### config.mk
export PLATFORM = sky130hd
export DESIGN_NAME = positional_list_table_unit
export DESIGN_NICKNAME = d
export VERILOG_FILES = /design/src/hdl/pltu_pkg.sv /design/src/hdl/positional_list_table_unit.sv /design/src/hdl/pltu_datapath.sv /design/src/hdl/pltu_ctrl.sv
export SDC_FILE = /design/constraint.sdc
export NUM_CORES = 2
export LEC_CHECK = 0
export ABC_AREA = 1
export BUFFER_PORTS_ARGS = -buffer_cell sky130_fd_sc_hd__buf_2
export CORE_MARGIN = 10
export CORE_UTILIZATION = 30
export CTS_CLUSTER_DIAMETER = 60
export DETAILED_ROUTE_END_ITERATION = 10
export GPL_ROUTABILITY_DRIVEN = 0
export PLACE_DENSITY = 0.4
export RECOVER_POWER = 50
export SLEW_MARGIN = 15
export SYNTH_ARGS = -nofsm -noshare
export SYNTH_HDL_FRONTEND = slang
export SYNTH_SLANG_ARGS = --single-unit
### constraint.sdc
create_clock -name i_clk -period 5.2 [get_ports i_clk]
set_input_delay 1.04 -clock i_clk [delete_from_list [all_inputs] [get_ports i_clk]]
set_output_delay 1.04 -clock i_clk [all_outputs]
set_load 0.03 [all_outputs]
### src/hdl/pltu_pkg.sv
// ----------------------------------------------------------------------------
// pltu_pkg: shared types and constants of the positional list table
// Word layouts, operation codes and the command/status bundles that join the
// controller to the datapath.
// ----------------------------------------------------------------------------
package pltu_pkg;

    localparam int CAPACITY = 64;
    localparam int ADDR_W   = (CAPACITY > 1) ? $clog2(CAPACITY) : 1;
    localparam int CNT_W    = $clog2(CAPACITY + 1);
    localparam int FUNC_W   = 3;
    localparam int POS_W    = 7;
    localparam int LEN_W    = 7;
    localparam int DATA_W   = 32;
    localparam int CMP_W    = 8;

    localparam logic [FUNC_W-1:0] FUNC_INSERT = 3'd0;
    localparam logic [FUNC_W-1:0] FUNC_DELETE = 3'd1;
    localparam logic [FUNC_W-1:0] FUNC_GET    = 3'd2;
    localparam logic [FUNC_W-1:0] FUNC_LOCATE = 3'd3;
    localparam logic [FUNC_W-1:0] FUNC_CLEAR  = 3'd4;

    localparam logic STATUS_OK  = 1'b0;
    localparam logic STATUS_ERR = 1'b1;

    typedef struct packed {
        logic [FUNC_W-1:0]        func;
        logic [POS_W-1:0]         position;
        logic signed [DATA_W-1:0] value;
    } t_in_item;

    typedef struct packed {
        logic                     status;
        logic signed [DATA_W-1:0] out_value;
        logic [POS_W-1:0]         out_position;
        logic [LEN_W-1:0]         length;
        logic                     empty_res;
    } t_out_item;

    // controller -> datapath
    typedef struct packed {
        logic load;
        logic ptr_init_last;
        logic ptr_init_pos;
        logic ptr_init_zero;
        logic ptr_inc;
        logic ptr_dec;
        logic rd;
        logic wr_up;
        logic wr_dn;
        logic wr_value;
        logic cap_val;
        logic cap_pos;
        logic cnt_inc;
        logic cnt_dec;
        logic cnt_clr;
        logic set_ok;
        logic out_load;
    } t_dp_cmd;

    // datapath -> controller
    typedef struct packed {
        logic [FUNC_W-1:0] func;
        logic              ins_ok;
        logic              rd_ok;
        logic              append;
        logic              cnt_zero;
        logic              ptr_at_pos;
        logic              ptr_at_last;
        logic              rd_last;
        logic              rd_vld;
        logic              match;
        logic              out_free;
    } t_dp_sts;

endpackage

### src/hdl/positional_list_table_unit.sv
// ----------------------------------------------------------------------------
// positional_list_table_unit: ordered list with insert/delete by position
// Holds up to CAPACITY signed words in order; insert, delete, get, locate and
// clear, one result word per operation.
// ----------------------------------------------------------------------------
//  channel | direction | handshake               | word
//  in      | in        | i_in_valid / o_in_stall | t_in_item  (func, position, value)
//  out     | out       | o_out_valid / i_out_stall | t_out_item (status .. empty_res)
//
//  One operation at a time: decode, the work below, then hand-off. Get reads
//  and captures; insert shifts elements P..N up (none for an append); delete
//  shifts the later ones down; locate scans at most N (N length, P position).
//  The element memory, one write and one read port, moves one element per cycle.
//  Reset clears the length and all handshake state; the store needs no clear.
//  A stalled result sits in the output register; the next word is taken
//  while it waits and is held in its final state until that register frees.
// ----------------------------------------------------------------------------
module positional_list_table_unit
    import pltu_pkg::*;
(
    input  logic      i_clk,
    input  logic      i_rst_n,
    input  logic      i_in_valid,
    output logic      o_in_stall,
    input  t_in_item  i_in_data,
    output logic      o_out_valid,
    input  logic      i_out_stall,
    output t_out_item o_out_data
);

    t_dp_cmd dp_cmd;
    t_dp_sts dp_sts;

    pltu_ctrl u_ctrl (
        .i_clk      (i_clk),
        .i_rst_n    (i_rst_n),
        .i_in_valid (i_in_valid),
        .o_in_stall (o_in_stall),
        .i_sts      (dp_sts),
        .o_cmd      (dp_cmd)
    );

    pltu_datapath u_datapath (
        .i_clk       (i_clk),
        .i_rst_n     (i_rst_n),
        .i_in_data   (i_in_data),
        .i_cmd       (dp_cmd),
        .o_sts       (dp_sts),
        .i_out_stall (i_out_stall),
        .o_out_valid (o_out_valid),
        .o_out_data  (o_out_data)
    );

endmodule

### src/hdl/pltu_datapath.sv
// ----------------------------------------------------------------------------
// pltu_datapath: element store, length, pointer and result registers
// Carries out the controller's commands one per cycle; the store is a single
// write, single registered-read memory.
// ----------------------------------------------------------------------------
module pltu_datapath
    import pltu_pkg::*;
(
    input  logic      i_clk,
    input  logic      i_rst_n,
    input  t_in_item  i_in_data,
    input  t_dp_cmd   i_cmd,
    output t_dp_sts   o_sts,
    input  logic      i_out_stall,
    output logic      o_out_valid,
    output t_out_item o_out_data
);

    logic [DATA_W-1:0] r_mem [CAPACITY];

    logic [FUNC_W-1:0]        r_func;
    logic [POS_W-1:0]         r_pos_m1;
    logic [DATA_W-1:0]        r_value;
    logic [CNT_W-1:0]         r_cnt;
    logic [CNT_W-1:0]         n_cnt;
    logic [ADDR_W-1:0]        r_ptr;
    logic [ADDR_W-1:0]        r_rd_idx;
    logic                     r_rd_vld;
    logic [DATA_W-1:0]        r_rd_data;
    logic                     r_status;
    logic [DATA_W-1:0]        r_res_value;
    logic [POS_W-1:0]         r_res_pos;
    logic                     r_out_valid;
    t_out_item                r_out_data;

    logic [ADDR_W-1:0]        wr_addr;
    logic [DATA_W-1:0]        wr_data;
    logic                     wr_en;
    logic [CMP_W-1:0]         cnt_x;
    logic [CMP_W-1:0]         pos_x;
    logic [CMP_W-1:0]         last_x;

    assign cnt_x  = CMP_W'(r_cnt);
    assign pos_x  = CMP_W'(r_pos_m1);
    assign last_x = cnt_x - CMP_W'(1);

    always_comb begin
        o_sts.func        = r_func;
        o_sts.ins_ok      = (cnt_x < CMP_W'(CAPACITY)) && (pos_x <= cnt_x);
        o_sts.rd_ok       = pos_x < cnt_x;
        o_sts.append      = pos_x == cnt_x;
        o_sts.cnt_zero    = r_cnt == '0;
        o_sts.ptr_at_pos  = CMP_W'(r_ptr) == pos_x;
        o_sts.ptr_at_last = CMP_W'(r_ptr) == last_x;
        o_sts.rd_last     = CMP_W'(r_rd_idx) == last_x;
        o_sts.rd_vld      = r_rd_vld;
        o_sts.match       = r_rd_vld && (r_rd_data == r_value);
        o_sts.out_free    = !r_out_valid || !i_out_stall;
    end

    // single write port: shifted word or the inserted value
    always_comb begin
        wr_en   = i_cmd.wr_up || i_cmd.wr_dn || i_cmd.wr_value;
        wr_data = r_rd_data;
        wr_addr = ADDR_W'(r_pos_m1);
        priority if (i_cmd.wr_value) begin
            wr_data = r_value;
            wr_addr = ADDR_W'(r_pos_m1);
        end else if (i_cmd.wr_up) begin
            wr_addr = ADDR_W'(r_rd_idx + 1'b1);
        end else if (i_cmd.wr_dn) begin
            wr_addr = ADDR_W'(r_rd_idx - 1'b1);
        end else begin
            wr_addr = ADDR_W'(r_pos_m1);
        end
    end

    always_ff @(posedge i_clk) begin
        if (wr_en) begin
            r_mem[wr_addr] <= wr_data;
        end
        if (i_cmd.rd) begin
            r_rd_data <= r_mem[r_ptr];
            r_rd_idx  <= r_ptr;
        end
    end

    always_comb begin
        n_cnt = r_cnt;
        priority if (i_cmd.cnt_clr) begin
            n_cnt = '0;
        end else if (i_cmd.cnt_inc) begin
            n_cnt = r_cnt + 1'b1;
        end else if (i_cmd.cnt_dec) begin
            n_cnt = r_cnt - 1'b1;
        end else begin
            n_cnt = r_cnt;
        end
    end

    always_ff @(posedge i_clk) begin
        if (!i_rst_n) begin
            r_cnt    <= '0;
            r_rd_vld <= 1'b0;
        end else begin
            r_cnt    <= n_cnt;
            r_rd_vld <= i_cmd.rd;
        end
    end

    always_ff @(posedge i_clk) begin
        priority if (i_cmd.ptr_init_last) begin
            r_ptr <= ADDR_W'(r_cnt - 1'b1);
        end else if (i_cmd.ptr_init_pos) begin
            r_ptr <= ADDR_W'(r_pos_m1);
        end else if (i_cmd.ptr_init_zero) begin
            r_ptr <= '0;
        end else if (i_cmd.ptr_inc) begin
            r_ptr <= r_ptr + 1'b1;
        end else if (i_cmd.ptr_dec) begin
            r_ptr <= r_ptr - 1'b1;
        end else begin
            r_ptr <= r_ptr;
        end
    end

    // operation word and result fields
    always_ff @(posedge i_clk) begin
        if (i_cmd.load) begin
            r_func      <= i_in_data.func;
            r_pos_m1    <= (i_in_data.position == '0) ? '0
                                                      : i_in_data.position - 1'b1;
            r_value     <= i_in_data.value;
            r_status    <= STATUS_ERR;
            r_res_value <= '0;
            r_res_pos   <= '0;
        end else begin
            if (i_cmd.set_ok) begin
                r_status <= STATUS_OK;
            end
            if (i_cmd.cap_val) begin
                r_res_value <= r_rd_data;
            end
            if (i_cmd.cap_pos) begin
                r_res_pos <= POS_W'(r_rd_idx) + 1'b1;
            end
        end
    end

    // output word register
    always_ff @(posedge i_clk) begin
        if (!i_rst_n) begin
            r_out_valid <= 1'b0;
        end else if (i_cmd.out_load) begin
            r_out_valid <= 1'b1;
        end else if (!i_out_stall) begin
            r_out_valid <= 1'b0;
        end
    end

    always_ff @(posedge i_clk) begin
        if (i_cmd.out_load) begin
            r_out_data.status       <= r_status;
            r_out_data.out_value    <= r_res_value;
            r_out_data.out_position <= r_res_pos;
            r_out_data.length       <= LEN_W'(r_cnt);
            r_out_data.empty_res    <= r_cnt == '0;
        end
    end

    assign o_out_valid = r_out_valid;
    assign o_out_data  = r_out_data;

endmodule

### src/hdl/pltu_ctrl.sv
// ----------------------------------------------------------------------------
// pltu_ctrl: operation sequencer
// Decodes each accepted word and steps the datapath through reads, shifts,
// scans and the final result hand-off.
// ----------------------------------------------------------------------------
module pltu_ctrl
    import pltu_pkg::*;
(
    input  logic    i_clk,
    input  logic    i_rst_n,
    input  logic    i_in_valid,
    output logic    o_in_stall,
    input  t_dp_sts i_sts,
    output t_dp_cmd o_cmd
);

    localparam logic [3:0] S_IDLE    = 4'd0;
    localparam logic [3:0] S_DECODE  = 4'd1;
    localparam logic [3:0] S_UP      = 4'd2;
    localparam logic [3:0] S_UP_END  = 4'd3;
    localparam logic [3:0] S_PUT     = 4'd4;
    localparam logic [3:0] S_GET_RD  = 4'd5;
    localparam logic [3:0] S_GET_CAP = 4'd6;
    localparam logic [3:0] S_DEL_RD  = 4'd7;
    localparam logic [3:0] S_DEL_CAP = 4'd8;
    localparam logic [3:0] S_DN      = 4'd9;
    localparam logic [3:0] S_DN_END  = 4'd10;
    localparam logic [3:0] S_DEL_END = 4'd11;
    localparam logic [3:0] S_LOC     = 4'd12;
    localparam logic [3:0] S_LOC_END = 4'd13;
    localparam logic [3:0] S_DONE    = 4'd14;

    logic [3:0] r_state;
    logic [3:0] n_state;

    always_ff @(posedge i_clk) begin
        if (!i_rst_n) begin
            r_state <= S_IDLE;
        end else begin
            r_state <= n_state;
        end
    end

    assign o_in_stall = r_state != S_IDLE;

    always_comb begin
        n_state = r_state;
        o_cmd   = '0;
        unique case (r_state)
            S_IDLE: begin
                if (i_in_valid) begin
                    o_cmd.load = 1'b1;
                    n_state    = S_DECODE;
                end
            end
            S_DECODE: begin
                n_state = S_DONE;
                unique case (i_sts.func)
                    FUNC_INSERT: begin
                        if (i_sts.ins_ok) begin
                            if (i_sts.append) begin
                                n_state = S_PUT;
                            end else begin
                                o_cmd.ptr_init_last = 1'b1;
                                n_state             = S_UP;
                            end
                        end
                    end
                    FUNC_DELETE: begin
                        if (i_sts.rd_ok) begin
                            o_cmd.ptr_init_pos = 1'b1;
                            n_state            = S_DEL_RD;
                        end
                    end
                    FUNC_GET: begin
                        if (i_sts.rd_ok) begin
                            o_cmd.ptr_init_pos = 1'b1;
                            n_state            = S_GET_RD;
                        end
                    end
                    FUNC_LOCATE: begin
                        o_cmd.set_ok = 1'b1;
                        if (!i_sts.cnt_zero) begin
                            o_cmd.ptr_init_zero = 1'b1;
                            n_state             = S_LOC;
                        end
                    end
                    FUNC_CLEAR: begin
                        o_cmd.set_ok  = 1'b1;
                        o_cmd.cnt_clr = 1'b1;
                    end
                    default: begin
                        n_state = S_DONE;
                    end
                endcase
            end
            // move elements up from the tail, read one, write the one before
            S_UP: begin
                o_cmd.rd    = 1'b1;
                o_cmd.wr_up = i_sts.rd_vld;
                if (i_sts.ptr_at_pos) begin
                    n_state = S_UP_END;
                end else begin
                    o_cmd.ptr_dec = 1'b1;
                end
            end
            S_UP_END: begin
                o_cmd.wr_up = 1'b1;
                n_state     = S_PUT;
            end
            S_PUT: begin
                o_cmd.wr_value = 1'b1;
                o_cmd.cnt_inc  = 1'b1;
                o_cmd.set_ok   = 1'b1;
                n_state        = S_DONE;
            end
            S_GET_RD: begin
                o_cmd.rd = 1'b1;
                n_state  = S_GET_CAP;
            end
            S_GET_CAP: begin
                o_cmd.cap_val = 1'b1;
                o_cmd.set_ok  = 1'b1;
                n_state       = S_DONE;
            end
            S_DEL_RD: begin
                o_cmd.rd      = 1'b1;
                o_cmd.ptr_inc = 1'b1;
                n_state       = S_DEL_CAP;
            end
            S_DEL_CAP: begin
                o_cmd.cap_val = 1'b1;
                n_state       = i_sts.rd_last ? S_DEL_END : S_DN;
            end
            // close the gap: read each later element and write it one down
            S_DN: begin
                o_cmd.rd    = 1'b1;
                o_cmd.wr_dn = i_sts.rd_vld;
                if (i_sts.ptr_at_last) begin
                    n_state = S_DN_END;
                end else begin
                    o_cmd.ptr_inc = 1'b1;
                end
            end
            S_DN_END: begin
                o_cmd.wr_dn = 1'b1;
                n_state     = S_DEL_END;
            end
            S_DEL_END: begin
                o_cmd.cnt_dec = 1'b1;
                o_cmd.set_ok  = 1'b1;
                n_state       = S_DONE;
            end
            // scan from the head, stop at the first hit
            S_LOC: begin
                priority if (i_sts.match) begin
                    o_cmd.cap_pos = 1'b1;
                    n_state       = S_DONE;
                end else if (i_sts.ptr_at_last) begin
                    o_cmd.rd = 1'b1;
                    n_state  = S_LOC_END;
                end else begin
                    o_cmd.rd      = 1'b1;
                    o_cmd.ptr_inc = 1'b1;
                end
            end
            S_LOC_END: begin
                o_cmd.cap_pos = i_sts.match;
                n_state       = S_DONE;
            end
            S_DONE: begin
                if (i_sts.out_free) begin
                    o_cmd.out_load = 1'b1;
                    n_state        = S_IDLE;
                end
            end
            default: begin
                n_state = S_IDLE;
            end
        endcase
    end

endmodule
==> out/results.tsv <==
metric	value	unit
cts_max_path_buffers	4	
yosysSeqAreaShare	0.751	
synth_nets	7010	
synthArstFlopShare	0	
fp.coreArea	0.294	sq mm
arrival	5.07	ns
viasPerCell	5.22	
dp_hpwl	178	mm
maxSlewViolCount	1319	
final_common_cell	edfxtp_1	
rsz0062_at_grt	no	
fillerInstances	28700	
pwr_density_cell	607	mW/mm^2
synthTopCellsByArea	edfxtp_1, o21ai_0, nor2_1, o22ai_1, nand2_1	
grt.total_usage	0.189	
antenna_found_initial	21	
syn-instance-count	6946	
dr.pass1.iters	8	
cts_tree	built	
h-tree-depth	5	
cts.sink_count	2235	
clk_latency	0.88	ns
violations	max-capacitance violations, max-slew violations	
finClkSkew	0.0564	ns
final_cells	11200	
fp.dieW	564	microns
synth_area_leader_cell	edfxtp_1	
die_y	564	microns
max_freq	0.223	GHz
status	finished, violations left	
syn_to_final_growth	16.6	%
ys_warn_count	0	
fin_crit_sh	0.863	
crit_fanout	57	
cts_inserted_buffers	264	
ys_types	50	
grt_max_degree	159	
vias	58600	
fin_crit	4.49	ns
setup_viol	0	
avgRoutedWirePerCell	27.9	microns
synth_top_area_frac	0.739	
hold_buffers	0	
drv_cap	35	
peakVddDrop	0.441	mV
clock-root-buffer	clkbuf_16	
min_path_type	in -> reg	
wirelength	314	mm
place_inst	10800	
numPortBuffers	95	
synth_edf_count	2182	
drc_errors	0	
num_io_pins	96	
max_slew_margin	-1.05	
grt_pass1_vias	56400	
grt_pass1_wl	440	mm
hold_viol_final	0	
power_leakage	0.0329	uW
tightest_slew	3.06	ns
initial_core_util	0.302	
finalNetCount	7164	
drt-initial-drc-count	5984	
grt_overflow	0	
yosys_most_used_dff	edfxtp_1	
cp-start-kind	flip-flop	
placementRows	199	
post_cts_buffers	0	
path_clk_slew	0.06	ns
post_cts_resize_count	0	
final_cell_mix	edfxtp_1, nor2_1, o21ai_0	
die_area	0.318	sq mm
ys_ff_latch	2235	
postSynthAreaPerCell	12.8	sq um
synth_area	0.0887	sq mm
cp_data_required_time	5.79	ns
setup.worst_path.end_class	flip-flop	
criticalPathCategory	reg -> reg	
ant_nets	0	
drive_gt1_frac	0.100	
finalSetupTns	0	ns
-- Yosys cell counts (40+ instances only) --
| library cell | number |
|---|---|
| o21ai_1 | 100 |
| nand3_1 | 40 |
| inv_1 | 129 |
| nor2_1 | 1445 |
| a21oi_1 | 88 |
| buf_2 | 139 |
| dfxtp_1 | 53 |
| edfxtp_1 | 2182 |
| nand2_1 | 348 |
| clkbuf_1 | 305 |
| o21ai_0 | 1280 |
| o22ai_1 | 647 |
-- path summary, 6_finish.rpt --
path | startpoint | endpoint | slack [ns] | cells past startpoint
worst max-delay path | u_ctrl.r_state[0] | u_datapath.r_mem[50][8] | 0.71 | 6
worst min-delay path | i_in_data[3] | u_datapath.r_value[3] | 0.34 | 1
worst max register to register | u_ctrl.r_state[0] | u_datapath.r_mem[50][8] | 0.71 | 6
worst min register to register | u_datapath.r_res_value[2] | u_datapath.o_out_data[17] | 0.43 | 0
-- state kept, by name, summed over array words and instances, names as in the netlist --
signal,count
u_datapath.r_res_pos,7
u_ctrl.r_state,4
u_datapath.r_res_value,32
u_datapath.r_func,3
u_datapath.r_cnt,7
u_datapath.o_out_valid,1
u_datapath.r_ptr,6
u_datapath.r_mem,2048
u_datapath.r_pos_m1,7
u_datapath.o_out_data,48
u_datapath.r_rd_vld,1
u_datapath.r_rd_data,32
u_datapath.r_rd_idx,6
u_datapath.r_value,32
u_datapath.r_status,1
-- per-layer routing --
layer	global-route usage	up-vias	share of wire
li1	-	26100	-
met1	0.272	30300	0.46
met2	0.305	1866	0.46
met3	0.0284	329	0.059
met4	0.0381	0	0.021
met5	0	-	0
-- cells by family (layout without fill, tap and decap cells) --
family	after synthesis	count (layout)	share of synthesized area
flip-flops	2235	2235	0.751
AO/OA/AOI/OAI	2163	2163	0.133
AND/OR/NAND/NOR	1896	1896	0.0825
buffers and inverters	604	952	0.0283
XOR/XNOR	30	30	0.00296
adder cells (fa/ha/maj)	18	18	0.00262
other	0	7	0
-- where the power goes --
part / switching [uW] / internal, uW / leakage (uW)
clock: 7550 / 10700 / 0.00407
combinational: 16000 / 4460 / 0.00877
sequential: 462 / 23600 / 0.0201
total: 24000 / 38800 / 0.0329
-- worst max-delay path, stage by stage, from the launching register on --
cell and delay [ns]:
dfxtp_1 0.47, nor2_1 0.08, inv_1 0.12, nor2_1 0.20, buf_12 0.24, o21ai_1 2.28
buf_4 0.70
-- layout make-up --
class,count,area (sq um),share of cell area
sequential,2235,66600,0.644
multi-input combinational,4107,20100,0.195
clock buffer,341,7130,0.0689
tap,3919,4900,0.0474
timing repair buffer,353,2830,0.0273
clock inverter,119,1240,0.0120
inverter,139,558,0.00540
antenna,7,17.5,0.000169
-- stage by stage --
step                      worst slack, ns  instance area [sq um]   util  power, uW  hold WS, ns
after CTS                            1.20                 104000  0.353      63500        0.269
after floorplan                     0.856                  88700      -      34600        0.403
final                               0.715                 103000  0.352      62800        0.338
after detailed placement             1.18                  95500  0.325      45100        0.413
after global placement               1.19                  95400  0.324      45100        0.412
after global routing                0.521                 103000  0.352      65500        0.296
(Power assumes the default switching activity.)
